==> src/rtl/core/sensor_percent_map_with_moving_average_defines.svh <==
// Assertion helpers shared by the RTL.
// Each expands to one labelled concurrent assertion on i_clk, held off in reset.
`ifndef SENSOR_PERCENT_MAP_WITH_MOVING_AVERAGE_DEFINES_SVH
`define SENSOR_PERCENT_MAP_WITH_MOVING_AVERAGE_DEFINES_SVH

// same-cycle implication
`define SPMAP_ASSERT_NOW(lbl, ante, cons, msg) \
    lbl: assert property (@(posedge i_clk) disable iff (!i_rst_n) (ante) |-> (cons)) \
        else $error(msg);

// next-cycle implication
`define SPMAP_ASSERT_NEXT(lbl, ante, cons, msg) \
    lbl: assert property (@(posedge i_clk) disable iff (!i_rst_n) (ante) |=> (cons)) \
        else $error(msg);

`endif

==> src/rtl/core/spmap_pkg.sv <==
`timescale 1ns / 1ps

package spmap_pkg;

    // register indexes of the write channel
    localparam logic [1:0] CFG_AIR    = 2'd0;
    localparam logic [1:0] CFG_WATER  = 2'd1;
    localparam logic [1:0] CFG_PERIOD = 2'd2;

    // ring of recent percentages
    localparam int WINDOW_DEPTH = 5;
    localparam int RING_AW      = (WINDOW_DEPTH > 1) ? $clog2(WINDOW_DEPTH) : 1;

    // percentage scale
    localparam int PCT_W              = 7;
    localparam logic [PCT_W-1:0] FULL_SCALE = PCT_W'(100);

    // running sum of the ring, at most FULL_SCALE * WINDOW_DEPTH
    localparam int SUM_W = $clog2(100 * WINDOW_DEPTH + 1);

    // window mean by reciprocal multiply: exact floor for any SUM_W-bit sum
    localparam int AVG_SH    = SUM_W + $clog2(WINDOW_DEPTH);
    localparam int AVG_RECIP = (1 << AVG_SH) / WINDOW_DEPTH + 1;
    localparam int AVG_PW    = SUM_W + AVG_SH;

    // shared divider widths: dividend holds 1023 * 100
    localparam int ADC_W = 10;
    localparam int DVD_W = 17;
    localparam int DVS_W = ADC_W;
    localparam int DCNT_W = $clog2(DVD_W + 1);

    typedef struct packed {
        logic             start;
        logic [DVD_W-1:0] dividend;
        logic [DVS_W-1:0] divisor;
    } t_div_req;

    typedef struct packed {
        logic             done;
        logic [DVD_W-1:0] quotient;
    } t_div_rsp;

endpackage

==> src/rtl/core/spmap_div.sv <==
`timescale 1ns / 1ps

// Restoring divider, one quotient bit per cycle.
module spmap_div (
    input  logic                i_clk,
    input  logic                i_rst_n,
    input  spmap_pkg::t_div_req i_req,
    output spmap_pkg::t_div_rsp o_rsp
);
    import spmap_pkg::*;

    logic              r_busy;
    logic              r_done;
    logic [DCNT_W-1:0] r_cnt;
    logic [DVS_W-1:0]  r_rem;
    logic [DVS_W-1:0]  r_dvs;
    logic [DVD_W-1:0]  r_quo;

    logic [DVS_W:0]    trial;
    logic              fits;

    assign trial = {r_rem, r_quo[DVD_W-1]};
    assign fits  = (trial >= {1'b0, r_dvs});

    always_ff @(posedge i_clk) begin
        if (!i_rst_n) begin
            r_busy <= 1'b0;
            r_done <= 1'b0;
            r_cnt  <= '0;
        end else begin
            r_done <= 1'b0;
            if (i_req.start) begin
                r_busy <= 1'b1;
                r_cnt  <= DCNT_W'(DVD_W);
            end else if (r_busy) begin
                r_cnt <= r_cnt - 1'b1;
                if (r_cnt == DCNT_W'(1)) begin
                    r_busy <= 1'b0;
                    r_done <= 1'b1;
                end
            end
        end
    end

    // datapath: quotient bits shift in as dividend bits shift out
    always_ff @(posedge i_clk) begin
        if (i_req.start) begin
            r_quo <= i_req.dividend;
            r_dvs <= i_req.divisor;
            r_rem <= '0;
        end else if (r_busy) begin
            r_quo <= {r_quo[DVD_W-2:0], fits};
            r_rem <= fits ? DVS_W'(trial - {1'b0, r_dvs}) : DVS_W'(trial);
        end
    end

    assign o_rsp.done     = r_done;
    assign o_rsp.quotient = r_quo;

endmodule

==> src/rtl/core/sensor_percent_map_with_moving_average.sv <==
`timescale 1ns / 1ps
// Channel  | Direction | Handshake                  | Payload
// ---------+-----------+----------------------------+-----------------------------------------
// in       | sink      | i_in_valid / o_in_ready    | i_adc_reading
// out      | source    | o_out_valid / i_out_ready  | o_moisture_percent, o_peak_percent,
//          |           |                            | o_window_average, o_new_peak
// cfg      | sink      | i_cfg_valid / o_cfg_ready  | i_cfg_index, i_cfg_data
//
// A tick short of the sample point gives no result. A sampled tick closes the input
// while it passes map, the shared 17-bit divider (shifts, then a done strobe), update
// and output load; the divider is skipped if the percentage needs no divide.
// Reset (synchronous, active low) clears the counter, peak, ring and sum at once.
// Output is a holding register: a new request is taken while a result waits, and
// the sequencer stalls only at the final load until that result is taken.
module sensor_percent_map_with_moving_average (
    input  logic        i_clk,
    input  logic        i_rst_n,
    // tick requests
    input  logic        i_in_valid,
    output logic        o_in_ready,
    input  logic [9:0]  i_adc_reading,
    // results
    output logic        o_out_valid,
    input  logic        i_out_ready,
    output logic [6:0]  o_moisture_percent,
    output logic [6:0]  o_peak_percent,
    output logic [6:0]  o_window_average,
    output logic        o_new_peak,
    // register writes
    input  logic        i_cfg_valid,
    output logic        o_cfg_ready,
    input  logic [1:0]  i_cfg_index,
    input  logic [15:0] i_cfg_data
);
    import spmap_pkg::*;

    `include "sensor_percent_map_with_moving_average_defines.svh"

    localparam int ELAPSED_W = 17;

    typedef enum logic [4:0] {
        S_IDLE = 5'b00001,  // waiting for a tick
        S_MAP  = 5'b00010,  // magnitudes, sign check, start percentage divide
        S_PDIV = 5'b00100,  // percentage divide running
        S_UPD  = 5'b01000,  // peak, ring, sum
        S_HOLD = 5'b10000   // mean and output load, wait for output register to free up
    } t_state;

    t_state r_state, n_state;

    // configuration
    logic [ADC_W-1:0]     r_air;
    logic [ADC_W-1:0]     r_water;
    logic [15:0]          r_period;

    // block state
    logic [ELAPSED_W-1:0] r_elapsed;
    logic [PCT_W-1:0]     r_peak;
    logic [PCT_W-1:0]     r_ring [WINDOW_DEPTH];
    logic [RING_AW-1:0]   r_pos;
    logic [SUM_W-1:0]     r_sum;

    // per-sample working registers
    logic [ADC_W-1:0]     r_x;
    logic [PCT_W-1:0]     r_pct;
    logic                 r_raised;

    // output holding register
    logic                 r_out_valid;
    logic [PCT_W-1:0]     r_out_pct;
    logic [PCT_W-1:0]     r_out_peak;
    logic [PCT_W-1:0]     r_out_avg;
    logic                 r_out_raised;

    t_div_req             div_req;
    t_div_rsp             div_rsp;

    logic                 in_req;
    logic                 out_free;
    logic [ELAPSED_W-1:0] n_elapsed;
    logic                 take_sample;
    logic                 nneg, dneg;
    logic [ADC_W-1:0]     nmag, dmag;
    logic                 map_zero;
    logic [DVD_W-1:0]     scaled;
    logic [PCT_W-1:0]     q_clamped;
    logic                 raise_now;
    logic [SUM_W-1:0]     n_sum;
    logic [AVG_PW-1:0]    avg_prod;
    logic [PCT_W-1:0]     mean;

    assign o_in_ready  = (r_state == S_IDLE);
    assign o_cfg_ready = 1'b1;
    assign in_req      = i_in_valid & o_in_ready;
    assign out_free    = !r_out_valid || i_out_ready;

    // tick counter: increment (saturating) then compare
    assign n_elapsed   = (&r_elapsed) ? r_elapsed : r_elapsed + 1'b1;
    assign take_sample = (n_elapsed > {1'b0, r_period});

    // signed mapping split into sign and magnitude
    assign nneg     = (r_x < r_air);
    assign nmag     = nneg ? (r_air - r_x) : (r_x - r_air);
    assign dneg     = (r_water < r_air);
    assign dmag     = dneg ? (r_air - r_water) : (r_water - r_air);
    assign map_zero = (r_air == r_water) || (nmag == '0) || (nneg != dneg);
    assign scaled   = DVD_W'(nmag) * DVD_W'(FULL_SCALE);

    assign q_clamped = (div_rsp.quotient > DVD_W'(FULL_SCALE)) ? FULL_SCALE
                                                                : div_rsp.quotient[PCT_W-1:0];

    assign raise_now = (r_pct > r_peak);
    // running sum swaps the slot being overwritten
    assign n_sum     = r_sum - SUM_W'(r_ring[r_pos]) + SUM_W'(r_pct);

    // window mean from the registered sum: multiply by the reciprocal, keep the top bits
    assign avg_prod  = AVG_PW'(r_sum) * AVG_PW'(AVG_RECIP);
    assign mean      = avg_prod[AVG_SH +: PCT_W];

    // shared divider works out the percentage
    always_comb begin
        div_req.start    = (r_state == S_MAP) && !map_zero;
        div_req.dividend = scaled;
        div_req.divisor  = dmag;
    end

    spmap_div u_div (
        .i_clk   (i_clk),
        .i_rst_n (i_rst_n),
        .i_req   (div_req),
        .o_rsp   (div_rsp)
    );

    always_comb begin
        n_state = r_state;
        unique case (r_state)
            S_IDLE: begin
                if (in_req && take_sample) n_state = S_MAP;
            end
            S_MAP: begin
                n_state = map_zero ? S_UPD : S_PDIV;
            end
            S_PDIV: begin
                if (div_rsp.done) n_state = S_UPD;
            end
            S_UPD: begin
                n_state = S_HOLD;
            end
            S_HOLD: begin
                if (out_free) n_state = S_IDLE;
            end
            default: begin
                n_state = S_IDLE;
            end
        endcase
    end

    always_ff @(posedge i_clk) begin
        if (!i_rst_n) begin
            r_state     <= S_IDLE;
            r_air       <= ADC_W'(870);
            r_water     <= ADC_W'(600);
            r_period    <= 16'd1000;
            r_elapsed   <= '0;
            r_peak      <= '0;
            r_pos       <= '0;
            r_sum       <= '0;
            r_out_valid <= 1'b0;
            for (int i = 0; i < WINDOW_DEPTH; i++) begin
                r_ring[i] <= '0;
            end
        end else begin
            r_state <= n_state;

            if (i_cfg_valid && o_cfg_ready) begin
                priority if (i_cfg_index == CFG_AIR) begin
                    r_air <= i_cfg_data[ADC_W-1:0];
                end else if (i_cfg_index == CFG_WATER) begin
                    r_water <= i_cfg_data[ADC_W-1:0];
                end else if (i_cfg_index == CFG_PERIOD) begin
                    r_period <= i_cfg_data;
                end else begin
                    // unknown index: ignored
                end
            end

            if (in_req) begin
                r_elapsed <= take_sample ? '0 : n_elapsed;
            end

            if (r_state == S_UPD) begin
                if (raise_now) r_peak <= r_pct;
                r_ring[r_pos] <= r_pct;
                r_sum         <= n_sum;
                r_pos         <= (r_pos == RING_AW'(WINDOW_DEPTH - 1)) ? '0 : r_pos + 1'b1;
            end

            if (r_state == S_HOLD && out_free) begin
                r_out_valid <= 1'b1;
            end else if (i_out_ready) begin
                r_out_valid <= 1'b0;
            end
        end
    end

    // payload
    always_ff @(posedge i_clk) begin
        if (in_req) begin
            r_x <= i_adc_reading;
        end
        if (r_state == S_MAP && map_zero) begin
            r_pct <= '0;
        end else if (r_state == S_PDIV && div_rsp.done) begin
            r_pct <= q_clamped;
        end
        if (r_state == S_UPD) begin
            r_raised <= raise_now;
        end
        if (r_state == S_HOLD && out_free) begin
            r_out_pct    <= r_pct;
            r_out_peak   <= r_peak;
            r_out_avg    <= mean;
            r_out_raised <= r_raised;
        end
    end

    assign o_out_valid        = r_out_valid;
    assign o_moisture_percent = r_out_pct;
    assign o_peak_percent     = r_out_peak;
    assign o_window_average   = r_out_avg;
    assign o_new_peak         = r_out_raised;

    `SPMAP_ASSERT_NEXT(a_sample_blocks, in_req && take_sample, !o_in_ready, "sample not started")
    `SPMAP_ASSERT_NOW(a_peak_covers, o_out_valid, o_peak_percent >= o_moisture_percent, "peak low")
    `SPMAP_ASSERT_NOW(a_pct_range, o_out_valid, o_moisture_percent <= FULL_SCALE, "pct too large")
    `SPMAP_ASSERT_NOW(a_avg_range, o_out_valid, o_window_average <= FULL_SCALE, "mean too large")
    `SPMAP_ASSERT_NOW(a_div_done, div_rsp.done, r_state == S_PDIV, "stray divider done")

endmodule

==> config.mk <==
export PLATFORM = sky130hd
export DESIGN_NAME = sensor_percent_map_with_moving_average
export DESIGN_NICKNAME = d
export VERILOG_FILES = /design/src/rtl/core/spmap_pkg.sv /design/src/rtl/core/spmap_div.sv /design/src/rtl/core/sensor_percent_map_with_moving_average.sv
export VERILOG_INCLUDE_DIRS = /design/src /design/src/rtl/core
export SDC_FILE = /design/constraint.sdc
export NUM_CORES = 1
export LEC_CHECK = 0
export BUFFER_PORTS_ARGS = -buffer_cell sky130_fd_sc_hd__buf_2
export CAP_MARGIN = 20
export CORE_ASPECT_RATIO = 1.2
export CORE_MARGIN = 5
export CORE_UTILIZATION = 50
export DETAILED_ROUTE_END_ITERATION = 8
export PLACE_DENSITY = 0.69
export SLEW_MARGIN = 20
export SYNTH_ARGS = -nofsm -noshare
export SYNTH_HDL_FRONTEND = slang
export SYNTH_SLANG_ARGS = --single-unit
==> constraint.sdc <==
create_clock -name i_clk -period 5.2 [get_ports i_clk]
set_input_delay 1.04 -clock i_clk [delete_from_list [all_inputs] [get_ports i_clk]]
set_output_delay 1.04 -clock i_clk [all_outputs]
set_load 0.03 [all_outputs]
==> run summary, run 1 <==
Worst Setup Start Kind - flip-flop
Netlist cell types - 83
Yosys warnings - 0
Fillers - 2481
Global Route met2 Usage - 0.356
Largest net degree at the start of global routing - 61
I/O pin total - 58
Multi-input combinational cell area - 0.00827 mm2
Clock sink total - 221
EDFF count, synth - 114
Initial antenna violation count - 0
Commonest cells post-synth - inv_1, ha_1, nand2_1
Syn avg cell area - 9.98 um2
Top-area cell type share of the netlist area - 0.234
ANT nets after route - 0
Async SR Flop Fraction - 0
WL final - 31.1 mm
Clk_skew - 0.0131 ns
Syn nets - 1701
Grt peak-use layer - met2
Max Root-Sink Buffers - 3
Worst skew pair latency - 0.53 ns
Number of global-route vias before repair - 10.7k
GRT met1 Usage - 0.215
Gr ovfl total - 0
Gp weighted congestion - 0.849
DP Cell Count - 1877
Worst slew margin - 0.288
Ys flop type - edfxtp_1
FMAX - 201 MHz
Area Overhead vs Synth - 12.0%
Layout cells sized above 1 - 0.135
Final setup viols - 0
Pwr/cell area - 314 mW/mm2
Pre-CTS setup slack - 0.0654 ns
Maximum vdd drop - 0.249 mV
Die X - 166 um
Synth Register Bits - 221
Tot GR Track Use - 0.185
Num rows - 68
Via/cell ratio - 5.45
Die height - 198 um
Setup WS post-layout - 0.217 ns
CTS HTree Levels - 1
Max Cap Viol - 0
Setup TNS - 0 ns
CTS root buffer - clkbuf_16
Initial Utilization - 0.508
Worst hold margin - 0.430 ns
Setup CP Type - reg2reg
Final Slew Violations - 0
Worst hold path class - reg2reg
Sequential area share after synthesis - 0.380
FF/Latch Area - 0.00557 mm2
Total CTS buffers - 25
Layout Cells excl Fill - 1929
Cell with the most instances after synthesis - inv_1
Static leakage - 0.00709 uW
Mean routed wirelength per cell - 16.1 um
Iter 0 DRT Violations - 501
Vias - 10.5k
CTS tree - yes
Slew @ Worst Pin - 1.06 ns
Global-route wire length before repair - 51.3 mm
First-pass iteration count of the detailed router - 5
Detail Placement HPWL - 23.3 mm
DRC - 0
Synthesized instance count - 1469
Full die area - 0.0329 mm2
Worst EP required - 5.47 ns
Met3 Usage GRT - 0.0228
Min cycle time layout - 4.98 ns
IO buf count - 56
CTS clk-pin slew, worst paths - 0.06 ns
Crit Path Max Fanout - 6
WP data arrival - 5.25 ns
Total Nets Final - 1758
Final hold vios - 0
# diodes - 0
Netlist Area Pre-Place - 0.0147 mm2
Synth area leaders - edfxtp_1, dfxtp_1, ha_1
Crit end category - flip-flop
Largest area contributor in the netlist - edfxtp_1
Core area - 0.0288 mm2
Final Cycle Share - 0.958
Status - completed
-- through the flow --
stage | total power, uW | instance area [um2] | utilization
after global routing | 5440 | 16400 | 0.569
after global placement | 3130 | 15300 | 0.530
after detailed placement | 3160 | 15300 | 0.530
final | 5160 | 16400 | 0.569
after CTS | 5150 | 16300 | 0.564
after floorplan | 2880 | 14700 | -
-- registers in the layout, indices dropped and copies added, names as in the netlist, 9 cells and up, named ones only --
register	cells
r_x	10
r_period	16
u_div.r_quo	17
r_ring	56
u_div.r_dvs	10
r_water	10
u_div.r_rem	10
r_air	10
r_elapsed	17
r_sum	9
-- power breakdown --
group | switching [uW] | internal (uW)
Clock | 751 | 1230
Combinational | 724 | 583
Sequential | 16.6 | 1860
Total | 1490 | 3670
-- worst max-delay path, stage by stage, from the launching register on --
cell and delay (ns):
dfxtp_1 0.39, inv_1 0.10, ha_1 0.32, a21o_1 0.21, a211oi_4 0.29, nand3_4 0.13
nand3_4 0.15, buf_4 0.14, buf_4 0.14, mux2_2 0.36, ha_1 0.21, ha_1 0.28
inv_1 0.06, fa_1 0.50, inv_1 0.04, ha_1 0.32, a21o_1 0.20, a21oi_2 0.16
o21ai_1 0.10, a31o_2 0.27, a21oi_2 0.14, xnor2_1 0.12, mux2i_1 0.08
-- area by class of cell --
| type | count | share of cell area |
|---|---|---|
| repair buffers | 81 | 0.0287 |
| flip-flops and latches | 221 | 0.339 |
| clock inverters | 7 | 0.00442 |
| inverters | 179 | 0.0409 |
| well taps | 385 | 0.0293 |
| multi-input cells | 1018 | 0.504 |
| clock buffers | 38 | 0.0539 |
-- metal layers --
layer | share of wire | vias to the layer above
li1 | - | 5252
met1 | 0.41 | 5029
met2 | 0.52 | 173
met3 | 0.035 | 66
met4 | 0.033 | 0
met5 | 0 | -
-- layout by cell type, fill, tap and decap left out, types with 20 or more instances in the layout --
cell type / n
o211ai_1: 22
nor2_1: 50
ha_1: 167
a21oi_1: 50
nor3_1: 20
dfxtp_1: 107
buf_4: 24
xnor2_1: 42
nand3_1: 29
inv_1: 179
nand2_1: 146
a21boi_0: 38
o21ai_0: 56
and2_1: 39
buf_2: 56
xor2_1: 23
mux2i_1: 29
edfxtp_1: 114
clkbuf_16: 33
fa_1: 30
-- cell families after synthesis --
group / count (synthesis) / share of synthesized area
AOI/OAI and AO/OA: 273 / 0.127
xor gates and xnor gates: 66 / 0.0394
adders and majority gates: 199 / 0.186
buffers and inverters: 230 / 0.0638
DFF: 221 / 0.380
muxes: 62 / 0.0564
other: 1 / 0.000256
and+or+nand+nor: 417 / 0.148
-- path summary, 6_finish.rpt --
path	slack (ns)	endpoint	depth (start not counted)	from
max	0.22	u_div.r_quo[16]	22	r_air[7]
min	0.43	o_peak_percent[1]	0	r_peak[1]
max reg2reg	0.22	u_div.r_quo[16]	22	r_air[7]
min reg2reg	0.43	o_peak_percent[1]	0	r_peak[1]
-- what timing repair did --
action | 4_1_cts | 5_1_grt
endpoints found under the hold margin | 0 | 0
buffers inserted | 0 | 7
endpoints found under the setup margin | 0 | 5
hold buffers | 0 | 0
resized for setup | 0 | 23
Power figures use the tool's default switching activity.
==> inputs of run 2 (changes only) <==
--- a/config.mk
+++ b/config.mk
@@ -8,10 +8,10 @@
 export LEC_CHECK = 0
 export BUFFER_PORTS_ARGS = -buffer_cell sky130_fd_sc_hd__buf_2
 export CAP_MARGIN = 20
-export CORE_ASPECT_RATIO = 1.2
 export CORE_MARGIN = 5
 export CORE_UTILIZATION = 50
 export DETAILED_ROUTE_END_ITERATION = 8
+export GPL_ROUTABILITY_DRIVEN = 0
 export PLACE_DENSITY = 0.69
 export SLEW_MARGIN = 20
 export SYNTH_ARGS = -nofsm -noshare
==> run 2 against run 1 <==
  * Critical path depth grew 1
  * Die area barely moved
  * Fmax is 0.88% lower
  * Non-clock buffer count is 2 lower
  * Largest cell class unchanged
  * Global-route usage decreased by 0.57 points
  * Sequential power about the same
  * Worst setup slack got worse by 0.044 ns
  * Via count up 0.48%
  * Register-to-register slack worse by 0.04 ns
  * Total power decreased by 2.8%
==> run summary, run 2 (synthesized netlist as in run 1, its figures left out) <==
Core area - 0.0289 mm2 (was 0.0288 mm2)
Final setup viols - 0 (unchanged)
Max Cap Viol - 0 (unchanged)
Worst EP required - 5.47 ns (about the same)
Tot GR Track Use - 0.180 (was 0.185)
Static leakage - 0.00702 uW (was 0.00709 uW)
Clock sink total - 221 (unchanged)
Largest Register - r_ring (unchanged)
Total CTS buffers - 26 (was 25)
Final hold vios - 0 (unchanged)
CTS clk-pin slew, worst paths - 0.06 ns (about the same)
Max Root-Sink Buffers - 3 (unchanged)
WHS Path Cells - 0 (unchanged)
R2R Path Start - r_x[0] (was r_air[7])
Top Registers - r_ring: 56 flops, r_elapsed: 17 flops, u_div.r_quo: 17 flops (unchanged)
Worst slew margin - 0.410 (was 0.288)
Final Cycle Share - 0.967 (was 0.958)
First-pass iteration count of the detailed router - 5 (unchanged)
CTS root buffer - clkbuf_16 (unchanged)
Multi-input combinational cell area - 0.00834 mm2 (was 0.00827 mm2)
WP data arrival - 5.30 ns (was 5.25 ns)
Gr ovfl total - 0 (unchanged)
CTS HTree Levels - 1 (unchanged)
Crit Path Max Fanout - 6 (unchanged)
WL final - 30.6 mm (was 31.1 mm)
Crit end category - flip-flop (unchanged)
I/O pin total - 58 (unchanged)
FMAX - 199 MHz (was 201 MHz)
Initial antenna violation count - 0 (unchanged)
Setup crit start - r_x[0] (was r_air[7])
Max reg flops - 56 (unchanged)
Pwr/cell area - 307 mW/mm2 (was 314 mW/mm2)
Layout Cells excl Fill - 1930 (was 1929)
Status - completed (unchanged)
CTS tree - yes (unchanged)
Initial Utilization - 0.508 (about the same)
Clk_skew - 0.0185 ns (was 0.0131 ns)
Worst hold path class - reg2reg (unchanged)
FF/Latch Area - 0.00557 mm2 (unchanged)
Via/cell ratio - 5.48 (was 5.45)
Setup WS post-layout - 0.173 ns (was 0.217 ns)
Largest net degree at the start of global routing - 55 (was 61)
Global-route wire length before repair - 50.1 mm (was 51.3 mm)
Full die area - 0.0328 mm2 (was 0.0329 mm2)
Min cycle time layout - 5.03 ns (was 4.98 ns)
Final Slew Violations - 0 (unchanged)
Slew @ Worst Pin - 0.881 ns (was 1.06 ns)
Detail Placement HPWL - 22.7 mm (was 23.3 mm)
Worst Setup Start Kind - flip-flop (unchanged)
Iter 0 DRT Violations - 690 (was 501)
ANT nets after route - 0 (unchanged)
Total Nets Final - 1758 (unchanged)
Area Overhead vs Synth - 11.4% (was 12.0%)
Hold Buf Count CTS - 0 (unchanged)
Pre-CTS setup slack - 0.0224 ns (was 0.0654 ns)
Setup CP Type - reg2reg (unchanged)
Worst skew pair latency - 0.53 ns (about the same)
Reg2Reg Depth - 23 (was 22)
Mean routed wirelength per cell - 15.9 um (was 16.1 um)
# diodes - 0 (unchanged)
Vias - 10.6k (was 10.5k)
Maximum vdd drop - 0.284 mV (was 0.249 mV)
Num rows - 62 (was 68)
Die X - 181 um (was 166 um)
DP Cell Count - 1874 (was 1877)
Hold path startpoint - r_peak[6] (was r_peak[1])
DRC - 0 (unchanged)
Die height - 181 um (was 198 um)
IO buf count - 56 (unchanged)
Layout cells sized above 1 - 0.133 (was 0.135)
Number of global-route vias before repair - 10.2k (was 10.7k)
Commonest cells after routing, fill and taps aside - inv_1, ha_1, nand2_1, edfxtp_1, dfxtp_1 (unchanged)
Fillers - 2502 (was 2481)
Most common cell after layout, fill and taps aside - inv_1 (unchanged)
==> run 2: cell count changes in the layout (fill, tap and decap cells not counted), sizes merged <==
cell and delta:
buf -2, bufinv +1, clkbuf -6, clkinv +8
clkinvlp +2, inv -2, nand3 +1
==> run 2: per-layer routing <==
metal  vias to the layer above  GRT usage  wire length (um)
li1                       5280          -                 -
met4                         0     0.0432               724
met5                         -          0                 0
met2                       205      0.315             14900
met1                      5039      0.236             13600
met3                        47     0.0247              1350
==> run 2: critical path, stage by stage, from the launching register on <==
cell,delay [ns]
edfxtp_1,0.41
inv_1,0.09
ha_1,0.16
inv_1,0.06
fa_2,0.43
a21o_1,0.20
nand3_2,0.11
nand3_4,0.12
nand3_4,0.17
nand3_1,0.11
o31ai_2,0.11
xnor2_1,0.15
buf_4,0.16
ha_1,0.27
ha_1,0.28
inv_1,0.05
fa_1,0.53
inv_1,0.04
ha_1,0.31
or4_1,0.49
o211ai_1,0.16
nor3_1,0.09
nor3_1,0.18
mux2i_1,0.09
==> run 2: worst paths after layout <==
| check | to | slack, ns |
|---|---|---|
| min | o_peak_percent[6] | 0.43 |
| max reg2reg | u_div.r_quo[15] | 0.17 |
| min reg2reg | o_peak_percent[6] | 0.43 |
| max | u_div.r_quo[15] | 0.17 |
==> run 2: cell type report <==
cell class                      instances  area share
Clock buffer                           32      0.0425
Clock inverter                         16     0.00804
Inverter                              179      0.0411
Multi-Input combinational cell       1019       0.510
Sequential cell                       221       0.341
Tap cell                              384      0.0294
Timing Repair Buffer                   79      0.0280
==> run 2: power by group <==
group	leakage [uW]	switching, uW	total, uW	internal [uW]
combinational	0.00466	759	1370	615
sequential	0.00196	15.9	1870	1860
clock	0.000401	728	1770	1040
==> run 2: per-stage QoR <==
| step | setup TNS [ns] | cell area, um2 | util | hold slack [ns] | power, uW |
|---|---|---|---|---|---|
| global placement | 0 | 15300 | 0.529 | 0.407 | 3130 |
| finish | 0 | 16300 | 0.566 | 0.430 | 5020 |
| floorplan | 0 | 14700 | - | 0.400 | 2880 |
| CTS | 0 | 16100 | 0.558 | 0.433 | 4960 |
| global route | -0.0898 | 16300 | 0.566 | 0.447 | 5320 |
| detailed placement | 0 | 15300 | 0.529 | 0.418 | 3160 |
==> run 2: timing repair <==
item                       4_1_cts  5_1_grt
resized for setup                0       30
setup endpoints to repair        0        6
buffers inserted                 0        7
